`config.mk`:
```
export PLATFORM = sky130hd
export DESIGN_NAME = m68k_subtract_group_alu_flat
export DESIGN_NICKNAME = d
export VERILOG_FILES = /design/src/hdl/m68sub_pkg.sv /design/src/hdl/m68sub_if.sv /design/src/hdl/m68k_subtract_group_alu.sv /design/src/hdl/m68sub_alu.sv /design/src/flat_wrapper.sv
export SDC_FILE = /design/constraint.sdc
export NUM_CORES = 1
export LEC_CHECK = 0
export BUFFER_PORTS_ARGS = -buffer_cell sky130_fd_sc_hd__buf_2
export CAP_MARGIN = 0
export CORE_MARGIN = 10
export CORE_UTILIZATION = 52
export CTS_CLUSTER_SIZE = 10
export DETAILED_ROUTE_END_ITERATION = 7
export PLACE_DENSITY = 0.81
export RECOVER_POWER = 25
export SETUP_SLACK_MARGIN = 0.02
export SLEW_MARGIN = 40
export SYNTH_ARGS = -nofsm -noshare
export SYNTH_HDL_FRONTEND = slang
export SYNTH_HIERARCHICAL = 1
export SYNTH_SLANG_ARGS = --single-unit
export TNS_END_PERCENT = 30
```
`constraint.sdc`:
```
create_clock -name clock -period 14.8 [get_ports clock]
set_clock_uncertainty 0.05 [all_clocks]
set_input_delay 2.96 -clock clock [delete_from_list [all_inputs] [get_ports clock]]
set_output_delay 2.96 -clock clock [all_outputs]
set_load 0.05 [all_outputs]
```
`src/hdl/m68sub_pkg.sv`:
```
// Types and constants for the 68000 subtract group execute block.
package m68sub_pkg;

   // operation size, opcode bits 7..6; the fourth code selects SUBA
   localparam logic [1:0] SIZE_BYTE = 2'd0;
   localparam logic [1:0] SIZE_WORD = 2'd1;
   localparam logic [1:0] SIZE_LONG = 2'd2;
   localparam logic [1:0] SIZE_ADDR = 2'd3;

   // effective address mode for address register direct
   localparam logic [2:0] MODE_AREG = 3'd1;

   typedef enum logic [1:0] {
      TGT_DREG = 2'd0,
      TGT_AREG = 2'd1,
      TGT_MEM  = 2'd2
   } target_type;

   typedef enum logic [1:0] {
      ST_OK           = 2'd0,
      ST_ILLEGAL_BYTE = 2'd1,
      ST_SUBX_MEM     = 2'd2
   } status_type;

   typedef struct packed {
      logic x;
      logic n;
      logic z;
      logic v;
      logic c;
   } flags_type;

   typedef struct packed {
      logic [31:0] value;
      target_type  target;
      logic [2:0]  tgt_reg;
      flags_type   flags;
      status_type  status;
   } exec_type;

endpackage

```
`src/hdl/m68sub_if.sv`:
```
// Valid/ready channel interfaces for the subtract group request and response items.
interface m68sub_req_if;
   logic        valid;
   logic        ready;
   logic [15:0] opcode;
   logic [31:0] source_operand;
   logic [31:0] dest_operand;

   modport source (output valid, output opcode, output source_operand,
                   output dest_operand, input ready);
   modport sink (input valid, input opcode, input source_operand,
                 input dest_operand, output ready);
endinterface

interface m68sub_rsp_if;
   logic        valid;
   logic        ready;
   logic [31:0] result_value;
   logic [1:0]  write_target;
   logic [2:0]  target_register;
   logic        flag_x;
   logic        flag_n;
   logic        flag_z;
   logic        flag_v;
   logic        flag_c;
   logic [1:0]  status;

   modport source (output valid, output result_value, output write_target,
                   output target_register, output flag_x, output flag_n,
                   output flag_z, output flag_v, output flag_c, output status,
                   input ready);
   modport sink (input valid, input result_value, input write_target,
                 input target_register, input flag_x, input flag_n,
                 input flag_z, input flag_v, input flag_c, input status,
                 output ready);
endinterface

```
`src/hdl/m68k_subtract_group_alu.sv`:
```
// Subtract group execute stage: SUB, SUBA and SUBX on fetched operands.
// Stages: the input register takes an accepted item, then its execute result loads the
// result register, where the item waits until it is taken.
// Throughput: one item per cycle unless the response stalls; the X/Z feedback is a single register loop.
// Reset (synchronous, active high) empties both stages and clears all flags.
module m68k_subtract_group_alu (
   input logic                 clock,
   input logic                 reset,
   m68sub_req_if.sink          req_port,
   m68sub_rsp_if.source        rsp_port
);

   logic                  s1_valid_ff;
   logic                  s1_valid_in;
   logic [15:0]           s1_opcode_ff;
   logic [31:0]           s1_src_ff;
   logic [31:0]           s1_dst_ff;
   logic                  rsp_valid_ff;
   logic                  rsp_valid_in;
   m68sub_pkg::exec_type  rsp_data_ff;
   m68sub_pkg::flags_type flags_ff;
   m68sub_pkg::flags_type flags_in;
   m68sub_pkg::exec_type  exec;
   logic                  advance;
   logic                  load;
   logic                  retire;

   m68sub_alu u_alu (
      .opcode         (s1_opcode_ff),
      .source_operand (s1_src_ff),
      .dest_operand   (s1_dst_ff),
      .flags_in       (flags_ff),
      .result         (exec)
   );

   // the result register frees up when empty or when its item is taken
   assign advance = !rsp_valid_ff || rsp_port.ready;
   assign req_port.ready = !s1_valid_ff || advance;
   assign load = req_port.valid && req_port.ready;
   assign retire = advance && s1_valid_ff;

   always_comb begin
      s1_valid_in  = req_port.ready ? req_port.valid : s1_valid_ff;
      rsp_valid_in = advance ? s1_valid_ff : rsp_valid_ff;
      flags_in     = retire ? exec.flags : flags_ff;
   end

   always_ff @(posedge clock) begin
      if (reset) begin
         s1_valid_ff  <= 1'b0;
         rsp_valid_ff <= 1'b0;
         flags_ff     <= '0;
      end else begin
         s1_valid_ff  <= s1_valid_in;
         rsp_valid_ff <= rsp_valid_in;
         flags_ff     <= flags_in;
      end
   end

   always_ff @(posedge clock) begin
      if (load) begin
         s1_opcode_ff <= req_port.opcode;
         s1_src_ff    <= req_port.source_operand;
         s1_dst_ff    <= req_port.dest_operand;
      end
      if (retire) begin
         rsp_data_ff <= exec;
      end
   end

   assign rsp_port.valid           = rsp_valid_ff;
   assign rsp_port.result_value    = rsp_data_ff.value;
   assign rsp_port.write_target    = rsp_data_ff.target;
   assign rsp_port.target_register = rsp_data_ff.tgt_reg;
   assign rsp_port.flag_x          = rsp_data_ff.flags.x;
   assign rsp_port.flag_n          = rsp_data_ff.flags.n;
   assign rsp_port.flag_z          = rsp_data_ff.flags.z;
   assign rsp_port.flag_v          = rsp_data_ff.flags.v;
   assign rsp_port.flag_c          = rsp_data_ff.flags.c;
   assign rsp_port.status          = rsp_data_ff.status;

endmodule

```
`src/hdl/m68sub_alu.sv`:
```
// Opcode decode and sized subtract with 68000 flag rules.
module m68sub_alu (
   input  logic [15:0]           opcode,
   input  logic [31:0]           source_operand,
   input  logic [31:0]           dest_operand,
   input  m68sub_pkg::flags_type flags_in,
   output m68sub_pkg::exec_type  result
);

   logic [1:0]            size;
   logic [2:0]            mode;
   logic [2:0]            hreg;
   logic [2:0]            lreg;
   logic [31:0]           mask;
   logic [31:0]           msb;
   logic [31:0]           sm;
   logic [31:0]           dm;
   logic [31:0]           r;
   logic [31:0]           s_addr;
   logic [32:0]           diff;
   logic                  extended;
   logic                  xin;
   m68sub_pkg::flags_type fsub;

   always_comb begin
      size = opcode[7:6];
      mode = opcode[5:3];
      hreg = opcode[11:9];
      lreg = opcode[2:0];

      case (size)
         m68sub_pkg::SIZE_BYTE: begin
            mask = 32'h0000_00FF;
            msb  = 32'h0000_0080;
         end
         m68sub_pkg::SIZE_WORD: begin
            mask = 32'h0000_FFFF;
            msb  = 32'h0000_8000;
         end
         default: begin
            mask = 32'hFFFF_FFFF;
            msb  = 32'h8000_0000;
         end
      endcase

      sm = source_operand & mask;
      dm = dest_operand & mask;
      extended = opcode[8] && (opcode[5:4] == 2'b00);
      xin = extended & flags_in.x;
      // bit 32 of the difference is the borrow out of the operation size
      diff = {1'b0, dm} - {1'b0, sm} - {32'd0, xin};
      r = diff[31:0] & mask;

      fsub.x = diff[32];
      fsub.c = diff[32];
      fsub.n = |(r & msb);
      fsub.v = |((sm ^ dm) & (r ^ dm) & msb);
      // SUBX only ever clears Z
      fsub.z = extended ? (flags_in.z & ~(|r)) : ~(|r);

      s_addr = opcode[8] ? source_operand : {{16{source_operand[15]}}, source_operand[15:0]};

      result.value   = dest_operand;
      result.target  = m68sub_pkg::TGT_DREG;
      result.tgt_reg = hreg;
      result.flags   = flags_in;
      result.status  = m68sub_pkg::ST_OK;

      if (size == m68sub_pkg::SIZE_ADDR) begin
         result.value  = dest_operand - s_addr;
         result.target = m68sub_pkg::TGT_AREG;
      end else if (opcode[8]) begin
         if (opcode[5:4] == 2'b00) begin
            if (opcode[3]) begin
               result.status = m68sub_pkg::ST_SUBX_MEM;
            end else begin
               result.value = (dest_operand & ~mask) | r;
               result.flags = fsub;
            end
         end else begin
            result.value   = r;
            result.target  = m68sub_pkg::TGT_MEM;
            result.tgt_reg = lreg;
            result.flags   = fsub;
         end
      end else if (mode == m68sub_pkg::MODE_AREG && size == m68sub_pkg::SIZE_BYTE) begin
         result.status = m68sub_pkg::ST_ILLEGAL_BYTE;
      end else begin
         result.value = (dest_operand & ~mask) | r;
         result.flags = fsub;
      end
   end

endmodule

```
`src/flat_wrapper.sv`:
```
// flat-port wrapper written by rule: the top's interface ports become plain ports
module m68k_subtract_group_alu_flat 
  (clock, reset, req_port_valid, req_port_opcode, req_port_source_operand, req_port_dest_operand, req_port_ready, rsp_port_valid, rsp_port_result_value, rsp_port_write_target, rsp_port_target_register, rsp_port_flag_x, rsp_port_flag_n, rsp_port_flag_z, rsp_port_flag_v, rsp_port_flag_c, rsp_port_status, rsp_port_ready);
  m68sub_req_if req_port_i ();
  m68sub_rsp_if rsp_port_i ();
  input logic clock;
  input logic reset;
  input wire logic [$bits(req_port_i.valid)-1:0] req_port_valid;
  input wire logic [$bits(req_port_i.opcode)-1:0] req_port_opcode;
  input wire logic [$bits(req_port_i.source_operand)-1:0] req_port_source_operand;
  input wire logic [$bits(req_port_i.dest_operand)-1:0] req_port_dest_operand;
  output wire logic [$bits(req_port_i.ready)-1:0] req_port_ready;
  output wire logic [$bits(rsp_port_i.valid)-1:0] rsp_port_valid;
  output wire logic [$bits(rsp_port_i.result_value)-1:0] rsp_port_result_value;
  output wire logic [$bits(rsp_port_i.write_target)-1:0] rsp_port_write_target;
  output wire logic [$bits(rsp_port_i.target_register)-1:0] rsp_port_target_register;
  output wire logic [$bits(rsp_port_i.flag_x)-1:0] rsp_port_flag_x;
  output wire logic [$bits(rsp_port_i.flag_n)-1:0] rsp_port_flag_n;
  output wire logic [$bits(rsp_port_i.flag_z)-1:0] rsp_port_flag_z;
  output wire logic [$bits(rsp_port_i.flag_v)-1:0] rsp_port_flag_v;
  output wire logic [$bits(rsp_port_i.flag_c)-1:0] rsp_port_flag_c;
  output wire logic [$bits(rsp_port_i.status)-1:0] rsp_port_status;
  input wire logic [$bits(rsp_port_i.ready)-1:0] rsp_port_ready;
  assign req_port_i.valid = req_port_valid;
  assign req_port_i.opcode = req_port_opcode;
  assign req_port_i.source_operand = req_port_source_operand;
  assign req_port_i.dest_operand = req_port_dest_operand;
  assign req_port_ready = req_port_i.ready;
  assign rsp_port_valid = rsp_port_i.valid;
  assign rsp_port_result_value = rsp_port_i.result_value;
  assign rsp_port_write_target = rsp_port_i.write_target;
  assign rsp_port_target_register = rsp_port_i.target_register;
  assign rsp_port_flag_x = rsp_port_i.flag_x;
  assign rsp_port_flag_n = rsp_port_i.flag_n;
  assign rsp_port_flag_z = rsp_port_i.flag_z;
  assign rsp_port_flag_v = rsp_port_i.flag_v;
  assign rsp_port_flag_c = rsp_port_i.flag_c;
  assign rsp_port_status = rsp_port_i.status;
  assign rsp_port_i.ready = rsp_port_ready;
  m68k_subtract_group_alu u_core (.clock(clock), .reset(reset), .req_port(req_port_i), .rsp_port(rsp_port_i));
endmodule
```
# After elaboration in Yosys (flattened, before gate mapping)
# Index checks and enable logic that the tools add are counted.
# totals
in_bits	84
ff_bits	127
# op_classes
n_eq_ne	3
bitwise_logic	15
n_reduce_logical	14
n_addsub	3
muxes	19
# op_table
operator	n
bitwise AND 32 bit	7
2-to-1 mux 32 bit	5
one-hot mux 32 bit (2 select lines)	2
OR reduction 32 bit	3
bitwise XOR 32 bit	2
2-to-1 mux 34 bit	1
subtractor 32 x 32 -> 33 bit	1
subtractor 33 x 1 -> 33 bit	1
inverter 32 bit	1
bitwise OR 32 bit	1
subtractor 32 bit	1
2-to-1 mux 5 bit	5
2-to-1 mux 10 bit	1
2-to-1 mux 7 bit	1
logical AND 1 bit	4
logical NOT 2 bit	2
2-to-1 mux 2 bit	2
== test 3 x 1 -> 1 bit, second input constant	1
bitwise AND 1 bit	2
== test 2 x 1 -> 1 bit, second input constant	1
== test 2 bit, second input constant	1
logical NOT 1 bit	2
logical OR 1 bit	2
2-to-1 mux 1 bit	2
other kinds (2)	3

# Depth between registers and ports, before layout
# Gate-level depths: netlist of the first run.
# depth
word_depth	14
depth_mapped	21

# Hierarchy
# The synthesis of the first run kept the hierarchy.
# by_module_without_submodules
module	seq_area_each_um2	cells_each	area_per_inst_um2	instances
m68sub_alu	0.0	817	5323.9	1
m68k_subtract_group_alu	3863.7	156	4038.9	1

# Least setup slack after synthesis of the first run
# OpenSTA, ideal clock, no wires.
# synth_path
path_type	input to register
startpoint	input rsp_port_ready
endpoint	register u_core.s1_dst_ff[0], enable pin
required_time_ps	14205
arrival_time_ps	6899
path_stages	2
setup_time_ps	545
path_buffers	0
path_slack_ps	7306
path_cell_list	nor2b_4 > a21oi_1
# synth_between
elab_chain_len	3
# synth_lines
item	line	text
start: declaration	flat_wrapper.sv:23	input wire logic [$bits(rsp_port_i.ready)-1:0] rsp_port_ready;
logical OR 1 bit	m68k_subtract_group_alu.sv:37	assign advance = !rsp_valid_ff || rsp_port.ready;
logical OR 1 bit	m68k_subtract_group_alu.sv:38	assign req_port.ready = !s1_valid_ff || advance;
logical AND 1 bit	m68k_subtract_group_alu.sv:39	assign load = req_port.valid && req_port.ready;
via u_core.load	m68k_subtract_group_alu.sv:25	logic load;
end signal: assignment	m68k_subtract_group_alu.sv:64	s1_dst_ff <= req_port.dest_operand;
end: declaration	m68k_subtract_group_alu.sv:17	logic [31:0] s1_dst_ff;
# The timed path passes the listed nets, and every way through them passes these cells.
# A chain may end at the register's enable or synchronous reset.

# Worst setup path after layout of the first run
# layout_path
startpoint	input rsp_port_ready
endpoint	output req_port_ready
# layout_between
elab_chain_len	2
# layout_lines
item	line	text
logical OR 1 bit	m68k_subtract_group_alu.sv:37	
logical OR 1 bit	m68k_subtract_group_alu.sv:38	
end: declaration	flat_wrapper.sv:12	output wire logic [$bits(req_port_i.ready)-1:0] req_port_ready;
# Every way passes these cells.

==> flow_summary.yaml, run 1 <==
critical_path:
  rrSetupSlack_ns: 8.48
  crit_end: "req_port_ready"
  critPathArrivalTime_ns: 3.58
  crit_fanout: 4
  r2r_end: "u_core/flags_ff[2]"
  r2r-start: "u_core/s1_opcode_ff[7]"
  critPathCaptureType: "output port"
  worstSetupPathType: "input pin to output port"
  crit_path_start: "rsp_port_ready"
  cp-start-kind: "input pin"
  cp_data_required_time_ns: 11.79
  ff2ff_path_depth: 17
global_routing:
  grt_antenna_before_repair: 0
  grt_overflow_total: 0
  grt_max_degree: 77
  grt_pass1_wl_um: 38540
  track_usage_pct: 20.00
  grt_pass1_vias: 7557
floorplanning:
  start_util_pct: 53.25
  die_y_um: 153.3
  core_area_um2: 17360
  dieArea_um2: 23510
  io_pins: 130
  num_rows: 48
  die_w_um: 153.3
drt:
  dr_wl_met3_um: 1970
  drtPass1Iterations: 6
  num_vias: 7844
  dr.max_layer_used: "met4"
  drc_errors: 0
  wl_met1_um: 10690
  via_per_inst: 5.898
  drt_iter0_drc: 771
  routed-wl-met2_um: 10930
  wirelength_um: 24030
  post_drt_wl_per_cell_um: 18.07
  ant_nets: 0
sta:
  period_minus_slack_ns: 6.594
  setup_slack_ns: 8.206
  rsz0062_at_grt: "false"
  slew_violations: 127
  maxSlewHeadroom_pct: -31.13
  setup_viol: 0
  setup_tns_ns: 0
  worst_slew_pin_slew_ns: 1.967
  fmax_mhz: 151.7
  finalHoldViolCount: 0
  finalCritPeriodShare_pct: 44.55
pwr:
  peakVddDrop_v: 0.0001022
  p_switching_uw: 437.1
  p_seq_share_pct: 33.3
  p_clk_share_pct: 34.7
  intPower_uw: 883.4
  p_comb_share_pct: 32.0
  total_power_mw: 1.321
  p_leak_nw: 4.711
  pwr_density_cell_nw_per_um2: 122.8
  p_sw_share_pct: 33.10
hold_path:
  hold_class: "register to register"
cts:
  cts_max_level: 4
  hold_buffers: 0
  clock_path_buffers: 2
  clk_latency_ns: 0.43
  cts_made_buffers: 17
  post_cts_buffers: 0
  root_buffer: "clkbuf_16"
  clkTransAtPathRegs_ns: 0.05
  cts.sinks: 127
  tritoncts: "yes"
  ctsResizeCount: 0
status:
  status: "complete, but fails checks"
  violations: "capacitance limit, slew limit"
layout:
  antenna_cells: 0
  final_nets: 1272
  syn2layout_area_growth_pct: 16.38
  final_common_cell: "buf_2"
  fill_cells: 1432
  drive_above_1_share_pct: 17.29
  final_cell_mix: "125 x buf_2, 120 x edfxtp_1, 97 x inv_1"
place:
  place_hpwl_um: 17620
  place.port_buffers: 125
  pre_cts_ws_ns: 8.205
  globalplace.congestion: 0.9576
synthesis:
  syn-num-nets: 1149
  synth_warnings: 6
  avgSynthCellArea_um2: 9.538
  synthCells: 969
  synth_area_um2: 9243
run:
  maxCapViolations: 3
==> registers in the layout, summed over array words and instances, names as in the netlist, 2 cells and up <==
name / cells
u_core/rsp_port.result_value: 32
u_core/s1_dst_ff: 32
u_core/s1_src_ff: 32
u_core/s1_opcode_ff: 12
u_core/flags_ff: 5
u_core/rsp_port.target_register: 3
u_core/rsp_port.status: 2
u_core/rsp_port.write_target: 2
==> per-stage QoR <==
stage	utilization (%)	instance area [um2]	std cells	hold slack [ns]
final	61.97	10760	1330	0.4244
after global routing	61.97	10760	1330	0.4430
after CTS	62.04	10770	1330	0.4266
after detailed placement	58.33	10120	1298	0.4148
after global placement	58.27	10110	1298	0.4078
after floorplan	-	9243	969	0.3989
==> worst min path at each step <==
stage,from,endpoint,slack (ns),depth (start not counted)
3_5_place_dp,u_core/flags_ff[0],u_core/flags_ff[0],0.41,2
2_1_floorplan,u_core/flags_ff[1],u_core/flags_ff[1],0.40,2
5_1_grt,u_core/flags_ff[1],u_core/flags_ff[1],0.44,2
4_1_cts,u_core/flags_ff[0],u_core/flags_ff[0],0.43,2
6_report,u_core/flags_ff[0],u_core/flags_ff[0],0.42,2
3_3_place_gp,u_core/flags_ff[0],u_core/flags_ff[0],0.41,2
==> worst max-delay path, cell delays in order <==
cell     delay (ns)
buf_2          0.12
nor2b_4        0.19
nand2_1        0.09
buf_2          0.22
==> power by group through the flow <==
stage / clock (mW) / combinational, mW / sequential [mW]
after floorplan: 0 / 0.280 / 0.482
after global placement: 0 / 0.407 / 0.446
after detailed placement: 0 / 0.412 / 0.447
after CTS: 0.465 / 0.417 / 0.440
after global routing: 0.481 / 0.465 / 0.442
final: 0.458 / 0.422 / 0.440
==> per-layer routing <==
layer	track usage (%)	vias to the layer above
li1	-	3770
met3	4.966	37
met1	26.26	3680
met5	0	-
met2	31.61	357
met4	6.403	0
==> area by class of cell <==
class	instances	area (um2)	area share [%]
Multi-Input combinational cell	715	5039	46.84
Sequential cell	127	3744	34.80
Timing Repair Buffer	134	685.7	6.374
Clock buffer	18	429.2	3.990
Inverter	97	364.1	3.385
Tap cell	225	281.5	2.617
Clock inverter	14	214.0	1.989
Note: power is estimated with default switching activity, not from simulation.
==> run 2: changes to the inputs <==
--- a/config.mk
+++ b/config.mk
@@ -11,7 +11,7 @@
 export CORE_UTILIZATION = 52
 export CTS_CLUSTER_SIZE = 10
 export DETAILED_ROUTE_END_ITERATION = 7
-export PLACE_DENSITY = 0.81
+export PLACE_DENSITY = 0.84
 export RECOVER_POWER = 25
 export SETUP_SLACK_MARGIN = 0.02
 export SLEW_MARGIN = 40
==> constraint.sdc (replaced) <==
create_clock -name clock -period 5.79 [get_ports clock]
set_clock_uncertainty 0.05 [all_clocks]
set_input_delay 1.158 -clock clock [delete_from_list [all_inputs] [get_ports clock]]
set_output_delay 1.158 -clock clock [all_outputs]
set_load 0.05 [all_outputs]
==> run 2 against run 1 <==
Net effect:
- the run now ends clean
- global-route usage up 0.72 points
- power rose to 2.5 times the previous value
- non-clock buffer count up 1
- critical path depth up 14
- critical path type is now register to register
- highest routed layer unchanged
==> flow_summary.yaml, run 2 (same netlist as run 1, synthesis figures left out) <==
cts:
  clk_latency_ns: 0.43
  clkTransAtPathRegs_ns: 0.06
  cts.sinks: 127
  cts_max_level: 4
  tritoncts: "yes"
  ctsResizeCount: 0
  clock_path_buffers: 2
  root_buffer: "clkbuf_16"
  post_cts_buffers: 0
  cts_made_buffers: 17
  hold_buffers: 0
critical_path:
  crit_buf_inv: 1
  critPathArrivalTime_ns: 5.54
  path_cells: "nor2_1 -> nand3_1 -> fa_1 -> inv_1 -> ha_1 -> or2_2 -> fa_1 -> nand2b_2 -> a2111oi_4 -> o31ai_2 -> a31oi_2 -> xnor2_1 -> or3_1 -> a221oi_1 -> nand4_1 -> o31ai_1 -> nand2b_1 -> mux2i_1"
  rrSetupSlack_ns: 0.55
  cp_slowest_cell: "fa_1"
  worstSetupPathType: "register to register"
  r2r_end: "u_core/flags_ff[2]"
  path_common_cell: "fa_1"
  r2r-start: "u_core/s1_opcode_ff[4]"
  crit_path_start: "u_core/s1_opcode_ff[4]"
  cpPeakStageDelay_ns: 0.53
  critPathCaptureType: "register"
  cp-start-kind: "register"
  ff2ff_path_depth: 18
  crit_fanout: 4
  cp_data_required_time_ns: 6.09
  crit_family: "simple AND/OR/NAND/NOR gates"
layout:
  fill_cells: 1444
  final_nets: 1273
  antenna_cells: 0
  final_cell_mix: "122 x buf_2, 120 x edfxtp_1, 97 x inv_1"
  final_common_cell: "buf_2"
  syn2layout_area_growth_pct: 16.25
  final_cells: 1331
  drive_above_1_share_pct: 17.72
sta:
  fmax_mhz: 191.0
  slew_violations: 0
  worst_slew_pin_slew_ns: 0.7547
  maxSlewHeadroom_pct: 49.69
  setup_tns_ns: 0
  period_minus_slack_ns: 5.236
  setup_viol: 0
  rsz0062_at_grt: "false"
  finalCritPeriodShare_pct: 90.42
  finalHoldViolCount: 0
global_routing:
  grt_pass1_wl_um: 40150
  grt_overflow_total: 0
  grt_antenna_before_repair: 0
  grt_max_degree: 77
  track_usage_pct: 20.72
  grt_pass1_vias: 7827
drt:
  drt_iter0_drc: 918
  drtPass1Iterations: 6
  wirelength_um: 24900
  drc_errors: 0
  via_per_inst: 5.911
  ant_nets: 0
  post_drt_wl_per_cell_um: 18.70
  num_vias: 7868
floorplanning:
  start_util_pct: 53.25
  die_y_um: 153.3
  num_rows: 48
  dieArea_um2: 23510
  die_w_um: 153.3
  io_pins: 130
  core_area_um2: 17360
pwr:
  pwr_density_cell_nw_per_um2: 309.5
  p_switching_mw: 1.149
  intPower_mw: 2.177
  p_sw_share_pct: 34.55
  p_leak_nw: 4.702
  p_clk_share_pct: 33.4
  peakVddDrop_v: 0.0002043
  p_comb_share_pct: 32.8
  p_seq_share_pct: 33.8
hold_path:
  worstHoldStart: "u_core/flags_ff[0]"
  hold_end: "u_core/flags_ff[0]"
  hold_depth: 2
  hold_class: "register to register"
place:
  place_hpwl_um: 17920
  globalplace.congestion: 0.9639
  place_inst: 1299
  place.port_buffers: 125
status:
  status: "finished clean"
run:
  maxCapViolations: 0
run 2: cell count changes in the layout (fill, tap and decap cells not counted), moves of 2 or more:
cell	before	now
bufinv_16	5	3
buf_2	125	122
clkinv_4	2	5
buf_4	5	9
run 2: how the worst max path moves through the flow:
stage	end	depth (start not counted)
after floorplan	u_core/s1_dst_ff[0]	2
after global placement	u_core/flags_ff[2]	18
after detailed placement	u_core/flags_ff[2]	19
after CTS	u_core/flags_ff[2]	19
after global routing	u_core/flags_ff[2]	18
final	u_core/flags_ff[2]	18
run 2: layer usage:
metal | vias to the layer above | GRT usage (%) | wire, um
li1 | 3762 | - | -
met1 | 3659 | 27.70 | 11210
met2 | 393 | 32.43 | 11180
met3 | 54 | 4.938 | 2014
met4 | 0 | 6.312 | 485
met5 | - | 0 | 0
run 2: tightest hold or removal path, stage by stage, from the launching register on:
cell and delay, ns:
dfxtp_1 0.31, nand2b_1 0.07, mux2i_1 0.06
run 2: layout make-up:
| cell class | instances | area, um2 | area share, % |
|---|---|---|---|
| multi-input cells | 715 | 5041 | 46.92 |
| repair buffers | 135 | 700.7 | 6.521 |
| clock inverters | 15 | 187.7 | 1.747 |
| well taps | 225 | 281.5 | 2.620 |
| clock buffers | 17 | 425.4 | 3.959 |
| flip-flops and latches | 127 | 3744 | 34.84 |
| inverters | 97 | 364.1 | 3.389 |
run 2: power groups by stage:
stage	clock [mW]	combinational [mW]	sequential [mW]
after floorplan	0	0.717	1.23
after global placement	0	1.04	1.14
after detailed placement	0	1.06	1.14
after CTS	1.13	1.08	1.12
after global routing	1.17	1.20	1.13
final	1.11	1.09	1.12
run 2: metrics by stage:
step                      area [um2]  util (%)  total power, mW  hold WS, ns  setup WS [ns]
after global placement         10120     58.31            2.183       0.4074         0.8407
after CTS                      10750     61.91            3.327       0.4311         0.6446
after floorplan                 9243         -            1.950       0.3989         0.2984
final                          10740     61.90            3.326       0.4376         0.5545
after global routing           10740     61.90            3.499       0.4695         0.3182
after detailed placement       10130     58.38            2.201       0.4201         0.7233
